$ cat config.mk
export PLATFORM = sky130hd
export DESIGN_NAME = chassis_pitch_leveling_fsm
export DESIGN_NICKNAME = d
export VERILOG_FILES = /design/src/hw/rtl/cplf_pkg.sv /design/src/hw/rtl/cplf_ser_mul.sv /design/src/hw/rtl/chassis_pitch_leveling_fsm.sv
export SDC_FILE = /design/constraint.sdc
export NUM_CORES = 2
export LEC_CHECK = 0
export ABC_CLOCK_PERIOD_IN_PS = 14100
export BUFFER_PORTS_ARGS = -buffer_cell sky130_fd_sc_hd__buf_2
export CELL_PAD_IN_SITES_DETAIL_PLACEMENT = 1
export CELL_PAD_IN_SITES_GLOBAL_PLACEMENT = 1
export CORE_MARGIN = 1
export CORE_UTILIZATION = 52
export CTS_CLUSTER_DIAMETER = 50
export DETAILED_ROUTE_END_ITERATION = 8
export PLACE_DENSITY_LB_ADDON = 0.1
export SLEW_MARGIN = 20
export SYNTH_ARGS = -nofsm -noshare
export SYNTH_HDL_FRONTEND = slang
export SYNTH_HIERARCHICAL = 1
export SYNTH_SLANG_ARGS = --single-unit
$ cat constraint.sdc
create_clock -name i_clk -period 14.1 [get_ports i_clk]
set_input_delay 1.41 -clock i_clk [delete_from_list [all_inputs] [get_ports i_clk]]
set_output_delay 1.41 -clock i_clk [all_outputs]
set_load 0.01 [all_outputs]
$ cat src/hw/rtl/cplf_pkg.sv
// Shared types and constants for the chassis pitch leveling controller.
// Used by the serial multiplier and the top level; depends on nothing.
`default_nettype none

package cplf_pkg;

    localparam int CFG_IDX_W = 3;

    localparam logic [CFG_IDX_W-1:0] CFG_LOWER_LIMIT    = 3'd0;
    localparam logic [CFG_IDX_W-1:0] CFG_UPPER_LIMIT    = 3'd1;
    localparam logic [CFG_IDX_W-1:0] CFG_LIFT_GAIN      = 3'd2;
    localparam logic [CFG_IDX_W-1:0] CFG_FILTER_COEFF   = 3'd3;
    localparam logic [CFG_IDX_W-1:0] CFG_TILT_ENTER_DEG = 3'd4;
    localparam logic [CFG_IDX_W-1:0] CFG_SETTLE_DEG     = 3'd5;
    localparam logic [CFG_IDX_W-1:0] CFG_RETILT_DEG     = 3'd6;
    localparam logic [CFG_IDX_W-1:0] CFG_SETTLE_TICKS   = 3'd7;

    localparam logic [1:0] MODE_LEVEL   = 2'd0;
    localparam logic [1:0] MODE_TILTED  = 2'd1;
    localparam logic [1:0] MODE_SETTLED = 2'd2;
    localparam logic [1:0] MODE_UNUSED  = 2'd3;

    localparam int PITCH_W     = 16;
    localparam int GAIN_W      = 8;
    localparam int COEFF_W     = 16;
    localparam int DEG_W       = 7;
    localparam int COUNT_W     = 16;
    localparam int MAG_W       = PITCH_W + 1;
    localparam int GAIN_PROD_W = PITCH_W + GAIN_W + 1;
    localparam int FILT_SHIFT  = 16;

    localparam int MUL_A_W   = PITCH_W + 1;
    localparam int MUL_B_W   = COEFF_W;
    localparam int MUL_P_W   = MUL_A_W + 1 + MUL_B_W;
    localparam int MUL_CNT_W = $clog2(MUL_B_W);

    localparam logic signed [MUL_P_W-1:0] FILT_ROUND = 34'sd32768;

    localparam logic [COUNT_W-1:0] COUNT_MAX  = 16'hFFFE;
    localparam logic [COUNT_W-1:0] FLAT_TICKS = 16'd200;
    localparam int                 FLAT_DIFF  = 300;

    typedef struct packed {
        logic                       start;
        logic signed [MUL_A_W-1:0]  a;
        logic        [MUL_B_W-1:0]  b;
    } t_mul_req;

    typedef struct packed {
        logic                       done;
        logic signed [MUL_P_W-1:0]  product;
    } t_mul_rsp;

endpackage

`default_nettype wire

$ cat src/hw/rtl/cplf_ser_mul.sv
// Bit-serial signed-by-unsigned multiplier, one multiplier bit per cycle.
// Depends on cplf_pkg for operand widths and the request and response types.
`default_nettype none

module cplf_ser_mul
    import cplf_pkg::*;
(
    input  wire logic     i_clk,
    input  wire logic     i_rst_n,
    input  wire t_mul_req i_req,
    output t_mul_rsp      o_rsp
);

    logic signed [MUL_A_W:0]   r_hi, n_hi;
    logic        [MUL_B_W-1:0] r_lo, n_lo;
    logic signed [MUL_A_W-1:0] r_a, n_a;
    logic        [MUL_CNT_W-1:0] r_cnt, n_cnt;
    logic                      r_busy, n_busy;
    logic                      r_done, n_done;

    logic signed [MUL_A_W:0]   w_addend;
    logic signed [MUL_A_W:0]   w_sum;

    always_comb begin
        w_addend = r_lo[0] ? {r_a[MUL_A_W-1], r_a} : '0;
        w_sum    = r_hi + w_addend;
        n_hi     = r_hi;
        n_lo     = r_lo;
        n_a      = r_a;
        n_cnt    = r_cnt;
        n_busy   = r_busy;
        n_done   = 1'b0;
        if (i_req.start && !r_busy) begin
            n_hi   = '0;
            n_lo   = i_req.b;
            n_a    = i_req.a;
            n_cnt  = '0;
            n_busy = 1'b1;
        end else if (r_busy) begin
            n_hi  = w_sum >>> 1;
            n_lo  = {w_sum[0], r_lo[MUL_B_W-1:1]};
            n_cnt = r_cnt + MUL_CNT_W'(1);
            if (r_cnt == MUL_CNT_W'(MUL_B_W - 1)) begin
                n_busy = 1'b0;
                n_done = 1'b1;
            end
        end
    end

    always_ff @(posedge i_clk) begin
        if (!i_rst_n) begin
            r_busy <= 1'b0;
            r_done <= 1'b0;
            r_cnt  <= '0;
        end else begin
            r_busy <= n_busy;
            r_done <= n_done;
            r_cnt  <= n_cnt;
        end
        r_hi <= n_hi;
        r_lo <= n_lo;
        r_a  <= n_a;
    end

    assign o_rsp.done    = r_done;
    assign o_rsp.product = {r_hi, r_lo};

endmodule

`default_nettype wire

$ cat src/hw/rtl/chassis_pitch_leveling_fsm.sv
// Chassis pitch leveling controller: pitch low-pass filter, posture state machine
// and four clamped lift targets. Depends on cplf_pkg and cplf_ser_mul.
//
// Usage: one input transaction per control tick carries the raw pitch, the
// normal-mode flag and the left-front and left-back lift feedback positions.
// Each input transaction yields exactly one output transaction with the four
// clamped lift targets and the posture mode.
// The time per tick is set by the shared bit-serial multiplier, which runs twice
// per tick: once for the filter weight and once for the lift gain.
// The input side stalls while a tick is being worked on. A finished result sits
// in the output register; the next input is accepted while it waits, and the
// block holds its following result until the receiver drops its stall.
// Configuration registers are written through the plain write port; the user must
// write them only while idle, as the block does not enforce it.
// Synchronous active-low reset restores the register defaults, level mode, zero
// filter state, zero counters and targets at the reset lower limit.
`default_nettype none

module chassis_pitch_leveling_fsm
    import cplf_pkg::*;
#(
    parameter int POSITION_BITS   = 24,
    parameter int PITCH_FRAC_BITS = 8
) (
    input  wire logic                            i_clk,
    input  wire logic                            i_rst_n,
    input  wire logic                            i_cfg_we,
    input  wire logic [CFG_IDX_W-1:0]            i_cfg_index,
    input  wire logic [((POSITION_BITS > COEFF_W) ? POSITION_BITS : COEFF_W)-1:0] i_cfg_data,
    input  wire logic                            i_in_valid,
    output logic                                 o_in_stall,
    input  wire logic signed [PITCH_W-1:0]       i_pitch_raw,
    input  wire logic                            i_normal_mode,
    input  wire logic signed [POSITION_BITS-1:0] i_front_feedback,
    input  wire logic signed [POSITION_BITS-1:0] i_back_feedback,
    output logic                                 o_out_valid,
    input  wire logic                            i_out_stall,
    output logic signed [POSITION_BITS-1:0]      o_left_front_target,
    output logic signed [POSITION_BITS-1:0]      o_right_front_target,
    output logic signed [POSITION_BITS-1:0]      o_left_back_target,
    output logic signed [POSITION_BITS-1:0]      o_right_back_target,
    output logic [1:0]                           o_posture_mode
);

    localparam int POS   = POSITION_BITS;
    localparam int FRAC  = PITCH_FRAC_BITS;
    localparam int NUM_W = ((POS + FRAC > 24) ? POS + FRAC : 24) + 2;
    localparam int MV_W  = NUM_W - FRAC;

    localparam logic [2:0] ST_IDLE   = 3'd0;
    localparam logic [2:0] ST_FILT   = 3'd1;
    localparam logic [2:0] ST_GAIN   = 3'd2;
    localparam logic [2:0] ST_LIFT   = 3'd3;
    localparam logic [2:0] ST_DECIDE = 3'd4;
    localparam logic [2:0] ST_OUT    = 3'd5;

    function automatic logic signed [POSITION_BITS-1:0] f_clamp(
        input logic signed [POSITION_BITS-1:0] t,
        input logic signed [POSITION_BITS-1:0] lo,
        input logic signed [POSITION_BITS-1:0] up
    );
        logic signed [POSITION_BITS-1:0] v;
        v = (t < lo) ? lo : t;
        v = (v > up) ? up : v;
        return v;
    endfunction

    logic [2:0]                r_state, n_state;

    logic signed [POS-1:0]     r_lower, n_lower;
    logic signed [POS-1:0]     r_upper, n_upper;
    logic [GAIN_W-1:0]         r_gain, n_gain;
    logic [COEFF_W-1:0]        r_coeff, n_coeff;
    logic [DEG_W-1:0]          r_tilt_deg, n_tilt_deg;
    logic [DEG_W-1:0]          r_settle_deg, n_settle_deg;
    logic [DEG_W-1:0]          r_retilt_deg, n_retilt_deg;
    logic [COUNT_W-1:0]        r_settle_ticks, n_settle_ticks;

    logic signed [PITCH_W-1:0] r_filt, n_filt;
    logic [1:0]                r_mode, n_mode;
    logic [COUNT_W-1:0]        r_calm_count, n_calm_count;
    logic [COUNT_W-1:0]        r_level_count, n_level_count;
    logic signed [POS-1:0]     r_lf, n_lf;
    logic signed [POS-1:0]     r_rf, n_rf;
    logic signed [POS-1:0]     r_lb, n_lb;
    logic signed [POS-1:0]     r_rb, n_rb;

    logic                      r_normal, n_normal;
    logic signed [POS-1:0]     r_ffb, n_ffb;
    logic signed [POS-1:0]     r_bfb, n_bfb;
    logic                      r_raise_back, n_raise_back;
    logic signed [MV_W-1:0]    r_move, n_move;

    logic                      r_out_valid, n_out_valid;
    logic signed [POS-1:0]     r_out_lf, n_out_lf;
    logic signed [POS-1:0]     r_out_rf, n_out_rf;
    logic signed [POS-1:0]     r_out_lb, n_out_lb;
    logic signed [POS-1:0]     r_out_rb, n_out_rb;
    logic [1:0]                r_out_mode, n_out_mode;

    t_mul_req                  w_mul_req;
    t_mul_rsp                  w_mul_rsp;

    logic                      w_in_accept;
    logic signed [MUL_P_W-1:0] w_filt_sum;
    logic signed [MUL_P_W-1:0] w_filt_shift;
    logic signed [PITCH_W+1:0] w_filt_new;
    logic [MAG_W-1:0]          w_abs;
    logic [MAG_W-1:0]          w_mag;
    logic                      w_raise;
    logic signed [POS-1:0]     w_fb;
    logic signed [NUM_W-1:0]   w_fb_ext;
    logic signed [NUM_W-1:0]   w_x;
    logic signed [NUM_W-1:0]   w_num;
    logic signed [NUM_W-1:0]   w_q;
    logic signed [NUM_W-1:0]   w_q_adj;
    logic signed [MV_W-1:0]    w_lo_ext;
    logic signed [MV_W-1:0]    w_up_ext;
    logic signed [MV_W-1:0]    w_mv_lo;
    logic signed [MV_W-1:0]    w_mv_cl;
    logic signed [POS:0]       w_diff;
    logic [POS:0]              w_diff_abs;
    logic [COUNT_W-1:0]        w_calm_next;
    logic [COUNT_W-1:0]        w_level_next;

    cplf_ser_mul u_mul (
        .i_clk   (i_clk),
        .i_rst_n (i_rst_n),
        .i_req   (w_mul_req),
        .o_rsp   (w_mul_rsp)
    );

    assign o_in_stall  = (r_state != ST_IDLE);
    assign w_in_accept = i_in_valid && !o_in_stall;

    always_comb begin
        w_mul_req.start = 1'b0;
        w_mul_req.a     = {r_filt[PITCH_W-1], r_filt};
        w_mul_req.b     = {{(MUL_B_W-GAIN_W){1'b0}}, r_gain};
        if (r_state == ST_IDLE) begin
            w_mul_req.start = w_in_accept;
            w_mul_req.a     = {i_pitch_raw[PITCH_W-1], i_pitch_raw}
                            - {r_filt[PITCH_W-1], r_filt};
            w_mul_req.b     = r_coeff;
        end else if (r_state == ST_GAIN) begin
            w_mul_req.start = 1'b1;
        end
    end

    always_comb begin
        w_filt_sum   = w_mul_rsp.product + FILT_ROUND;
        w_filt_shift = w_filt_sum >>> FILT_SHIFT;
        w_filt_new   = {{2{r_filt[PITCH_W-1]}}, r_filt} + w_filt_shift[PITCH_W+1:0];

        w_abs = r_filt[PITCH_W-1] ? -{r_filt[PITCH_W-1], r_filt} : {1'b0, r_filt};
        w_mag = w_abs >> FRAC;

        w_raise  = (r_filt > 0) ? (r_lf <= r_lower) : !(r_lb <= r_lower);
        w_fb     = w_raise ? r_bfb : r_ffb;
        w_fb_ext = {{(NUM_W-POS-FRAC){w_fb[POS-1]}}, w_fb, {FRAC{1'b0}}};
        w_x      = {{(NUM_W-GAIN_PROD_W){w_mul_rsp.product[GAIN_PROD_W-1]}},
                    w_mul_rsp.product[GAIN_PROD_W-1:0]};
        w_num    = w_fb_ext + (w_raise ? w_x : -w_x);
        w_q      = w_num >>> FRAC;
        w_q_adj  = (w_num[NUM_W-1] && (|w_num[FRAC-1:0])) ? w_q + NUM_W'(1) : w_q;

        w_lo_ext = {{(MV_W-POS){r_lower[POS-1]}}, r_lower};
        w_up_ext = {{(MV_W-POS){r_upper[POS-1]}}, r_upper};
        w_mv_lo  = (r_move < w_lo_ext) ? w_lo_ext : r_move;
        w_mv_cl  = (w_mv_lo > w_up_ext) ? w_up_ext : w_mv_lo;

        w_diff     = {r_lf[POS-1], r_lf} - {r_lb[POS-1], r_lb};
        w_diff_abs = w_diff[POS] ? -w_diff : w_diff;

        w_calm_next  = ((w_mag < {{(MAG_W-DEG_W){1'b0}}, r_settle_deg})
                        && (r_calm_count < COUNT_MAX))
                       ? r_calm_count + COUNT_W'(1) : '0;
        w_level_next = r_level_count;
        if ((w_diff_abs < (POS+1)'(FLAT_DIFF)) && (r_level_count < COUNT_MAX)) begin
            w_level_next = r_level_count + COUNT_W'(1);
        end
    end

    always_comb begin
        n_state        = r_state;
        n_lower        = r_lower;
        n_upper        = r_upper;
        n_gain         = r_gain;
        n_coeff        = r_coeff;
        n_tilt_deg     = r_tilt_deg;
        n_settle_deg   = r_settle_deg;
        n_retilt_deg   = r_retilt_deg;
        n_settle_ticks = r_settle_ticks;
        n_filt         = r_filt;
        n_mode         = r_mode;
        n_calm_count   = r_calm_count;
        n_level_count  = r_level_count;
        n_lf           = r_lf;
        n_rf           = r_rf;
        n_lb           = r_lb;
        n_rb           = r_rb;
        n_normal       = r_normal;
        n_ffb          = r_ffb;
        n_bfb          = r_bfb;
        n_raise_back   = r_raise_back;
        n_move         = r_move;
        n_out_valid    = r_out_valid && i_out_stall;
        n_out_lf       = r_out_lf;
        n_out_rf       = r_out_rf;
        n_out_lb       = r_out_lb;
        n_out_rb       = r_out_rb;
        n_out_mode     = r_out_mode;

        if (i_cfg_we) begin
            unique case (i_cfg_index)
                CFG_LOWER_LIMIT:    n_lower        = i_cfg_data[POS-1:0];
                CFG_UPPER_LIMIT:    n_upper        = i_cfg_data[POS-1:0];
                CFG_LIFT_GAIN:      n_gain         = i_cfg_data[GAIN_W-1:0];
                CFG_FILTER_COEFF:   n_coeff        = i_cfg_data[COEFF_W-1:0];
                CFG_TILT_ENTER_DEG: n_tilt_deg     = i_cfg_data[DEG_W-1:0];
                CFG_SETTLE_DEG:     n_settle_deg   = i_cfg_data[DEG_W-1:0];
                CFG_RETILT_DEG:     n_retilt_deg   = i_cfg_data[DEG_W-1:0];
                CFG_SETTLE_TICKS:   n_settle_ticks = i_cfg_data[COUNT_W-1:0];
                default: ;
            endcase
        end

        unique case (r_state)
            ST_IDLE: begin
                if (w_in_accept) begin
                    n_normal = i_normal_mode;
                    n_ffb    = i_front_feedback;
                    n_bfb    = i_back_feedback;
                    n_state  = ST_FILT;
                end
            end
            ST_FILT: begin
                if (w_mul_rsp.done) begin
                    n_filt  = w_filt_new[PITCH_W-1:0];
                    n_state = ST_GAIN;
                end
            end
            ST_GAIN: begin
                n_state = ST_LIFT;
            end
            ST_LIFT: begin
                if (w_mul_rsp.done) begin
                    n_raise_back = w_raise;
                    n_move       = w_q_adj[MV_W-1:0];
                    n_state      = ST_DECIDE;
                end
            end
            ST_DECIDE: begin
                if (r_normal) begin
                    unique case (r_mode)
                        MODE_LEVEL: begin
                            n_lf = r_lower;
                            n_rf = r_lower;
                            n_lb = r_lower;
                            n_rb = r_lower;
                            if (w_mag > {{(MAG_W-DEG_W){1'b0}}, r_tilt_deg}) begin
                                n_mode = MODE_TILTED;
                            end
                        end
                        MODE_TILTED: begin
                            if (r_raise_back) begin
                                n_lb = w_mv_cl[POS-1:0];
                                n_rb = w_mv_cl[POS-1:0];
                            end else begin
                                n_lf = w_mv_cl[POS-1:0];
                                n_rf = w_mv_cl[POS-1:0];
                            end
                            if (w_calm_next > r_settle_ticks) begin
                                n_mode       = MODE_SETTLED;
                                n_calm_count = '0;
                            end else begin
                                n_calm_count = w_calm_next;
                            end
                        end
                        MODE_SETTLED: begin
                            if (w_mag > {{(MAG_W-DEG_W){1'b0}}, r_retilt_deg}) begin
                                n_mode = MODE_TILTED;
                                if (r_level_count > FLAT_TICKS) begin
                                    n_mode        = MODE_LEVEL;
                                    n_level_count = '0;
                                end
                            end else if (w_level_next > FLAT_TICKS) begin
                                n_mode        = MODE_LEVEL;
                                n_level_count = '0;
                            end else begin
                                n_level_count = w_level_next;
                            end
                        end
                        default: ;
                    endcase
                end
                n_state = ST_OUT;
            end
            ST_OUT: begin
                if (!r_out_valid || !i_out_stall) begin
                    n_lf        = f_clamp(r_lf, r_lower, r_upper);
                    n_rf        = f_clamp(r_rf, r_lower, r_upper);
                    n_lb        = f_clamp(r_lb, r_lower, r_upper);
                    n_rb        = f_clamp(r_rb, r_lower, r_upper);
                    n_out_lf    = n_lf;
                    n_out_rf    = n_rf;
                    n_out_lb    = n_lb;
                    n_out_rb    = n_rb;
                    n_out_mode  = r_mode;
                    n_out_valid = 1'b1;
                    n_state     = ST_IDLE;
                end
            end
            default: begin
                n_state = ST_IDLE;
            end
        endcase
    end

    always_ff @(posedge i_clk) begin
        if (!i_rst_n) begin
            r_state        <= ST_IDLE;
            r_lower        <= '0;
            r_upper        <= {1'b0, {(POS-1){1'b1}}};
            r_gain         <= 8'd10;
            r_coeff        <= 16'd3277;
            r_tilt_deg     <= 7'd8;
            r_settle_deg   <= 7'd2;
            r_retilt_deg   <= 7'd4;
            r_settle_ticks <= 16'd500;
            r_filt         <= '0;
            r_mode         <= MODE_LEVEL;
            r_calm_count   <= '0;
            r_level_count  <= '0;
            r_lf           <= '0;
            r_rf           <= '0;
            r_lb           <= '0;
            r_rb           <= '0;
            r_out_valid    <= 1'b0;
        end else begin
            r_state        <= n_state;
            r_lower        <= n_lower;
            r_upper        <= n_upper;
            r_gain         <= n_gain;
            r_coeff        <= n_coeff;
            r_tilt_deg     <= n_tilt_deg;
            r_settle_deg   <= n_settle_deg;
            r_retilt_deg   <= n_retilt_deg;
            r_settle_ticks <= n_settle_ticks;
            r_filt         <= n_filt;
            r_mode         <= n_mode;
            r_calm_count   <= n_calm_count;
            r_level_count  <= n_level_count;
            r_lf           <= n_lf;
            r_rf           <= n_rf;
            r_lb           <= n_lb;
            r_rb           <= n_rb;
            r_out_valid    <= n_out_valid;
        end
        r_normal     <= n_normal;
        r_ffb        <= n_ffb;
        r_bfb        <= n_bfb;
        r_raise_back <= n_raise_back;
        r_move       <= n_move;
        r_out_lf     <= n_out_lf;
        r_out_rf     <= n_out_rf;
        r_out_lb     <= n_out_lb;
        r_out_rb     <= n_out_rb;
        r_out_mode   <= n_out_mode;
    end

    assign o_out_valid          = r_out_valid;
    assign o_left_front_target  = r_out_lf;
    assign o_right_front_target = r_out_rf;
    assign o_left_back_target   = r_out_lb;
    assign o_right_back_target  = r_out_rb;
    assign o_posture_mode       = r_out_mode;

`ifndef SYNTHESIS
    a_pairs_match: assert property (@(posedge i_clk) disable iff (!i_rst_n)
        (r_lf == r_rf) && (r_lb == r_rb))
        else $error("Left and right lift targets diverged within a pair.");

    a_mode_valid: assert property (@(posedge i_clk) disable iff (!i_rst_n)
        o_out_valid |-> (o_posture_mode != MODE_UNUSED))
        else $error("Output transaction carries an unused posture mode.");

    a_mul_done_state: assert property (@(posedge i_clk) disable iff (!i_rst_n)
        w_mul_rsp.done |-> ((r_state == ST_FILT) || (r_state == ST_LIFT)))
        else $error("Multiplier finished outside a state that waits for it.");
`endif

endmodule

`default_nettype wire
==> results.cfg <==
[synthesis]
synth_warnings = 6
syn_area_per_cell_um2 = 9.02
postSynthCellCount = 3750
syn_nets = 4232
synthesis.area_um2 = 33800

[route]
viasPerCell = 6.46
routed_wl_um = 127000
post_drt_wl_per_cell_um = 26.3
ant_nets = 0
drc = 0
dr.pass1.iters = 5
via_count = 31033
drt_iter0_drc = 2634

[timing]
rsz0062_at_grt = false
drv_slew = 0
slew_headroom_pct = 21.6
fmax_mhz = 118
tns_ns = 0
setup_violations = 0
fin_skew_ns = 0.0305
hold_violations = 0
period_needed_ns = 8.46
finalCritPeriodShare_pct = 60.0
worstMarginPinSlew_ns = 1.18

[global_routing]
groute.usage.overall_pct = 37.7
gr-total-overflow = 0
grt_start_max_net_pins = 97
antenna_found_initial = 4
grt_pass1_vias = 32438
grt_pass1_wl_um = 193000

[power]
sequentialPowerShare_pct = 34.5
p_int_uw = 3170
combinationalPowerShare_pct = 25.9
switching_share_pct = 32.9
p_sw_uw = 1560
power_frac_clock_pct = 39.7
power_leakage_uw = 0.0163
ir_worst_vdd_v = 0.000110
p_per_area_nw_per_um2 = 124

[placement]
dp_hpwl_um = 94500
gp_congestion = 1.00
port_buffers = 196
placed_area_um2 = 35600

[worst_setup_path]
r2r_slack_ns = 5.64
crit_top_cell = a21o_1
end_kind = flop
timing.rr.start = r_lower[17]$_SDFFE_PN0P_
path_class = flop to flop
crit_required_ns = 14.41
cpPeakStageDelay_ns = 0.72
worstPathMaxFanout = 49
arrival_ns = 8.77
ff2ff_path_depth = 31
crit_slowest_cell = xnor2_1
reg2reg_to = r_move[0]$_DFFE_PP_
startpoint_type = flop

[cells_and_area]
final_util_pct = 59.2
nFillCells = 7443
insertedDiodeCount = 0
fin_nets = 4371
drive_above_1_share_pct = 16.2
post-route-cell-area_um2 = 38100
area_growth_pct = 12.6
mostFrequentLayoutCell = a21oi_1
layout_common_cells = a21oi_1 (430), nand2_1 (415), ha_1 (380)

[clocking]
clkTransAtPathRegs_ns = 0.06
cts_setup_buffers = 0
ctsHoldBuffers = 0
cts_root_buf = clkbuf_16
h-tree-depth = 3
cts_resized = 0
numCtsBuffers = 73
cts_sinks = 489
clk-insertion-delay-late_ns = 0.63
cts_buffer_depth = 3
cts_tree = built

[die]
row_count = 93
dieArea_um2 = 66100
die_w_um = 257
coreArea_um2 = 64300
pin_count = 197
start_util_pct = 52.6
die_h_um = 257

[worst_hold_path]
min_path_type = flop to flop
holdPathEnd = r_gain[4]$_SDFFE_PN0P_
min-delay-start = r_gain[4]$_SDFFE_PN0P_
min_path_cells = 2

[flow_run]
maxCapViolCount = 0

[outcome]
status = finished clean
[registers in the layout, summed over array words and instances (netlist names), 17 cells and up]
| register | cells |
|---|---|
| r_bfb | 24 |
| r_move | 26 |
| o_right_back_target | 24 |
| o_left_front_target | 24 |
| o_left_back_target | 24 |
| r_upper | 24 |
| r_lower | 24 |
| u_mul/r_a | 17 |
| u_mul/r_hi | 17 |
| r_rb | 24 |
| r_ffb | 24 |
| r_lb | 24 |
| r_lf | 24 |
| o_right_front_target | 24 |
| r_rf | 24 |
[layer usage]
metal / track usage (%) / share of wire, %
met3: 6.73 / 6.8
met4: 17.9 / 4.9
met5: 0 / 0.024
met1: 46.2 / 40
met2: 63.8 / 48
[worst max-delay path by stage]
stage,from,end,slack (ns),cells past startpoint
floorplan,i_out_stall,r_lf[0]$_SDFFE_PN0P_,6.78,6
global placement,r_lower[17]$_SDFFE_PN0P_,r_move[1]$_DFFE_PP_,6.00,32
detailed placement,r_lower[17]$_SDFFE_PN0P_,r_move[1]$_DFFE_PP_,5.89,32
CTS,r_lower[17]$_SDFFE_PN0P_,r_move[1]$_DFFE_PP_,5.78,32
global route,r_lower[17]$_SDFFE_PN0P_,r_move[1]$_DFFE_PP_,5.19,32
finish,r_lower[17]$_SDFFE_PN0P_,r_move[0]$_DFFE_PP_,5.64,31
[worst max-delay path: cells and delay by family (launching register included)]
family | cells | cell delay, ns
simple gates | 4 | 0.73
fa+ha+maj | 2 | 0.66
buf+inv | 3 | 0.97
compound gates | 19 | 3.94
flops | 1 | 0.60
xor+xnor | 3 | 1.21
[layout make-up]
type | instances | area (um2) | area share [%]
clock buffer | 92 | 1960 | 5.14
clock inverter | 44 | 534 | 1.40
inverter | 204 | 767 | 2.01
multi-input combinational | 2886 | 20600 | 54.2
sequential | 489 | 11900 | 31.1
tap | 855 | 1070 | 2.81
timing repair buffer | 235 | 1280 | 3.35
[metrics by stage]
step	total power (uW)	hold WS [ns]	setup slack (ns)	cells
3_3_place_gp	2780	0.442	6.00	4669
2_1_floorplan	2480	0.432	6.78	3750
4_1_cts	4730	0.457	5.78	4805
3_5_place_dp	2840	0.450	5.89	4669
6_report	4730	0.456	5.64	4805
5_1_grt	4890	0.479	5.19	4805
[power groups by stage]
stage                     logic (uW)  clock network (uW)  registers (uW)
after floorplan                  862                   0            1620
after global placement          1130                   0            1650
after detailed placement        1180                   0            1660
after CTS                       1210                1900            1630
after global routing            1310                1950            1640
final                           1220                1880            1630
(Power assumes the default switching activity.)
